--- src/hw/rtl/decimal_fixed_point_char_emitter_assert.svh ---
// Assertion helpers. Both expect clk and rst in scope.
`ifndef DECIMAL_FIXED_POINT_CHAR_EMITTER_ASSERT_SVH
`define DECIMAL_FIXED_POINT_CHAR_EMITTER_ASSERT_SVH

// Same-cycle implication.
`define DFPCE_ASSERT_IMPL(label, a, c) \
  label: assert property (@(posedge clk) disable iff (rst) (a) |-> (c)) \
    else $error("%m: check failed");

// Next-cycle implication.
`define DFPCE_ASSERT_NEXT(label, a, c) \
  label: assert property (@(posedge clk) disable iff (rst) (a) |=> (c)) \
    else $error("%m: check failed");

`endif

--- src/hw/rtl/dfpce_pkg.sv ---
`default_nettype none

package dfpce_pkg;

  localparam int ValueW    = 32;
  localparam int WideW     = ValueW + 2;  // room for 9 * 10^9
  localparam int DigitW    = 4;
  localparam int CharW     = 8;
  localparam int NumDigits = 10;
  localparam int NumChars  = 11;
  localparam int MaxDigit  = 9;
  localparam int DigitIdxW = 4;
  localparam int CharIdxW  = 4;

  // Digit slots 0..2 may be blanked; the point is char slot 4.
  localparam logic [DigitIdxW-1:0] BlankCount = DigitIdxW'(3);
  localparam logic [CharIdxW-1:0]  PointChar  = CharIdxW'(4);
  localparam logic [CharIdxW-1:0]  LastChar   = CharIdxW'(NumChars - 1);

  localparam logic [CharW-1:0] CharSpace = 8'h20;
  localparam logic [CharW-1:0] CharPoint = 8'h2E;
  localparam logic [CharW-1:0] CharZero  = 8'h30;

  typedef logic [DigitW-1:0] digit_t;

  typedef struct packed {
    logic [ValueW-1:0]          rest;
    digit_t [NumDigits-1:0]     digits;
  } work_t;

  // Decimal place weight, most significant digit first.
  function automatic logic [ValueW-1:0] place_weight(input logic [DigitIdxW-1:0] idx);
    logic [ValueW-1:0] w;
    case (idx)
      4'd0:    w = 32'd1000000000;
      4'd1:    w = 32'd100000000;
      4'd2:    w = 32'd10000000;
      4'd3:    w = 32'd1000000;
      4'd4:    w = 32'd100000;
      4'd5:    w = 32'd10000;
      4'd6:    w = 32'd1000;
      4'd7:    w = 32'd100;
      4'd8:    w = 32'd10;
      default: w = 32'd1;
    endcase
    return w;
  endfunction

endpackage

`default_nettype wire

--- src/hw/rtl/dfpce_digit_stage.sv ---
`default_nettype none

`include "decimal_fixed_point_char_emitter_assert.svh"

module dfpce_digit_stage (
  input  wire logic                              clk,
  input  wire logic                              rst,
  input  wire logic [dfpce_pkg::DigitIdxW-1:0]   stage_idx,
  input  wire logic                              in_valid,
  output logic                                   in_ready,
  input  wire dfpce_pkg::work_t                  in_data,
  output logic                                   out_valid,
  input  wire logic                              out_ready,
  output dfpce_pkg::work_t                       out_data
);
  import dfpce_pkg::*;

  logic [ValueW-1:0] weight;
  logic [WideW-1:0]  mult;
  logic [WideW-1:0]  sub;
  digit_t            dig;
  work_t             result;
  logic              load;

  // Digit = largest k with rest >= k * weight; compares run in parallel.
  always_comb begin
    weight = place_weight(stage_idx);
    dig    = '0;
    sub    = '0;
    mult   = '0;
    for (int k = 1; k <= MaxDigit; k++) begin
      mult = WideW'(weight) * WideW'(k);
      if ({2'b00, in_data.rest} >= mult) begin
        dig = DigitW'(k);
        sub = mult;
      end
    end
    result                   = in_data;
    result.digits[stage_idx] = dig;
    result.rest              = in_data.rest - sub[ValueW-1:0];
  end

  assign in_ready = !out_valid || out_ready;
  assign load     = in_valid && in_ready;

  always_ff @(posedge clk) begin
    if (rst) begin
      out_valid <= 1'b0;
    end else if (load) begin
      out_valid <= 1'b1;
    end else if (out_ready) begin
      out_valid <= 1'b0;
    end
  end

  always_ff @(posedge clk) begin
    if (load) begin
      out_data <= result;
    end
  end

  `DFPCE_ASSERT_IMPL(a_digit_range, out_valid, out_data.digits[stage_idx] <= DigitW'(MaxDigit))
  `DFPCE_ASSERT_IMPL(a_rest_below_weight, out_valid, out_data.rest < place_weight(stage_idx))
  `DFPCE_ASSERT_NEXT(a_load_sets_valid, load, out_valid)

endmodule

`default_nettype wire

--- config.mk ---
export PLATFORM = sky130hd
export DESIGN_NAME = dfpce_digit_stage
export DESIGN_NICKNAME = d
export VERILOG_FILES = /design/src/hw/rtl/dfpce_pkg.sv /design/src/hw/rtl/dfpce_digit_stage.sv
export VERILOG_INCLUDE_DIRS = /design/src /design/src/hw/rtl
export SDC_FILE = /design/constraint.sdc
export NUM_CORES = 1
export LEC_CHECK = 0
export ABC_AREA = 1
export BUFFER_PORTS_ARGS = -buffer_cell sky130_fd_sc_hd__buf_2
export CAP_MARGIN = 20
export CELL_PAD_IN_SITES_DETAIL_PLACEMENT = 0
export CELL_PAD_IN_SITES_GLOBAL_PLACEMENT = 2
export CORE_UTILIZATION = 38
export DETAILED_ROUTE_END_ITERATION = 12
export HOLD_SLACK_MARGIN = 0.02
export PLACE_DENSITY = 0.95
export SYNTH_ARGS = -nofsm -noshare
export SYNTH_HDL_FRONTEND = slang
export SYNTH_SLANG_ARGS = --single-unit
--- constraint.sdc ---
create_clock -name clk -period 16 [get_ports clk]
set_input_delay 1.6 -clock clk [delete_from_list [all_inputs] [get_ports clk]]
set_output_delay 1.6 -clock clk [all_outputs]
set_load 0.02 [all_outputs]
==> out/summary.txt <==
Comb power frac: 62.8%
Dominant cell type by area after synthesis: ha_1
Adder-cell share of the synthesized area: 30.8%
Avg WL per Cell: 21.4 um
Gr usage total: 29.9%
Clock Path Buffers: 2
Worst R2R Path Depth: 2
GP Congestion: 0.938
Slew Limit Fails: 0
Vias in the first global route: 19,400
Critical Path RT: 16.09 ns
Largest family of logic cells by synthesized area: adder cells
Final hold vios: 0
Sequential fraction of the synthesis area: 11.5%
Largest net degree at the start of global routing: 73
EDFF count, synth: 72
DRT antenna net count: 0
Crit. End Element: register
Vias: 20,300
Worst-path maximum fanout: 20
Cell mode on critical path: nand2_1
Clk_lat worst skew: 0.35 ns
Drc violations: 0
Count leader, synth: nand2_1
Leakage: 10.4 nW
Cell Int Power: 0.632 mW
Startpoint of the worst hold path: out_valid
Half-perimeter wire length after placement: 63.7 mm
CORE AREA: 49,100 um^2
I/O Pins: 154
Maxcap violations: 0
Post-CTS setup buffers: 0
Synth Flop Type: edfxtp_1
Setup TNS: 0 ns
Area growth syn-to-layout: 10.1%
# hold bufs at CTS: 0
Post-cts sizing count: 0
Mapped cell area: 19,000 um^2
Xor/xnor share of the synthesized area: 5.41%
Vias per inst: 5.66
Fin util: 42.5%
Die height: 225 um
Crit Path Category: in -> reg
Die W: 225 um
First-pass GRT wire length: 115 mm
Status: complete, no violations
Worst VDD drop: 0.0462 mV
Drt initial violations: 1,854
Compound-Gate Fraction of Synth Area: 19.3%
Initial antenna violation count: 0
Worst slew margin: 31.7%
Finished Layout Cells: 3,591
Total Power: 1.26 mW
Clock share of power: 17.0%
Sw Ratio: 49.8%
Final worst path period share: 77.4%
Routed wl met3: 4.72 mm
Num CTS Buffers: 9
Final WL: 76.7 mm
Crit-path max cell delay: 0.82 ns
Worst Hold Class: reg -> reg
Post-synth top area share: 28.1%
CTS tree: yes
Yosys warns: 0
Initial core utilization: 38.6%
Final net count: 3,453
Port Buffer Count: 153
Commonest cells post-synth: nand2_1 (702), ha_1 (425), a21oi_1 (342)
Clk sinks: 73
Mean Syn Cell Area: 6.83 um^2
Crit start category: input pin
Syn Inst Count: 2,775
Endpoints failing setup: 0
# H-tree levels: 3
Top post-synthesis cells by area: ha_1 (28%), nand2_1 (14%), edfxtp_1 (11%)
Ant. Diodes: 0
Max layer used: met4
Die area: 50,800 um^2
DR pass1 iterations: 6
GRT overflow: 0
R2r endpoint: out_data[41]
Synth unique cells: 64
FP Rows: 81
Setup Skew: 0.0105 ns
Hold Slack: 0.530 ns
Root Buffer: clkbuf_16
FF-to-FF Start: out_valid
Register share of total power: 20.2%
Yosys reg bits: 73
Simple-gate share of the synthesized area: 25.4%
Fin crit period: 12.38 ns
WL met1: 34.7 mm
Share of layout cells above drive strength 1: 9.67%
Inst Count DP: 3,575
F_max: 80.8 MHz
P_sw: 0.627 mW
Slew at the pin with the worst max-slew slack: 1.02 ns
Mux cell area share after synthesis: 0%
Power per cell area: 60.3 nW/um^2
RSZ-0062 raised after global routing: false
Detail Route met2 WL: 35.1 mm
Worst Hold Path Cells: 2
Clock transition at path regs: 0.07 ns
Worst hold path endpoint: out_valid
Reg2Reg Setup Slack: 14.32 ns
WP data arrival: 12.47 ns
Post-synth ARST share: 0%
Slowest stage cell on the critical path: a21oi_1
==> flip-flops by register name (all words and copies together) (netlist names) <==
name,count
out_data,72
out_valid,1
==> cell usage in the layout (no fill, tap or decap), drive strengths merged, types with 13 or more instances in the layout <==
master  count
o211ai     13
nor4       17
buf       187
nor3       25
a21oi     352
xnor2      42
o21ai     148
nand3     120
inv       307
nand2     716
a21o       13
ha        425
a21boi     30
edfxtp     72
nand4      57
fa         26
o21bai     13
xor2       75
o22ai      13
nor2      169
==> layer usage <==
layer / vias up / global-route usage, %
li1: 9875 / -
met2: 701 / 49.9
met3: 90 / 2.23
met4: 0 / 9.30
met5: - / 0
met1: 9668 / 40.8
==> worst max path at each step <==
stage | from | cells after the start | slack (ns) | endpoint
after floorplan | stage_idx[3] | 47 | 6.15 | out_data[66]
after global placement | stage_idx[1] | 51 | 3.45 | out_data[66]
after detailed placement | stage_idx[1] | 51 | 3.33 | out_data[66]
after CTS | stage_idx[1] | 51 | 3.64 | out_data[66]
after global routing | stage_idx[1] | 52 | 2.96 | out_data[66]
final | stage_idx[1] | 51 | 3.62 | out_data[66]
==> kinds of logic (layout without fill, tap and decap cells) <==
| logic type | Yosys count | in the layout |
|---|---|---|
| DFF | 73 | 73 |
| adders and majority gates | 451 | 451 |
| buffers and inverters | 359 | 510 |
| xor gates and xnor gates | 117 | 117 |
| other | 2 | 3 |
| AOI/OAI and AO/OA | 641 | 641 |
| and+or+nand+nor | 1132 | 1132 |
==> final cells by class <==
type,instances,area (um^2)
Inverter,307,1150
Timing Repair Buffer,187,1020
Sequential cell,73,2180
Clock buffer,9,225
Multi-Input combinational cell,2344,15400
Fill cell,5309,28200
Tap cell,664,831
Clock inverter,7,86.3
==> power by group through the flow <==
stage          Sequential, mW  Clock (mW)  Combinational, mW
5_1_grt                 0.257       0.225              0.874
4_1_cts                 0.255       0.218              0.778
2_1_floorplan           0.293           0              0.491
3_3_place_gp            0.258           0              0.764
3_5_place_dp            0.259           0              0.775
6_report                0.254       0.214              0.790
==> worst max-delay path: cells and delay by family <==
family,cells,cell delay (ns)
adders and majority gates,6,2.01
xor gates and xnor gates,1,0.08
buffers and inverters,8,1.62
and+or+nand+nor,18,2.48
AOI/OAI and AO/OA,18,4.64
==> per-stage QoR <==
stage	cell area, um^2	setup WS, ns
after global routing	20900	2.96
final	20900	3.62
after CTS	20900	3.64
after detailed placement	20600	3.33
after floorplan	19000	6.15
after global placement	20600	3.45
No activity file was read; power rests on OpenSTA's default activity.
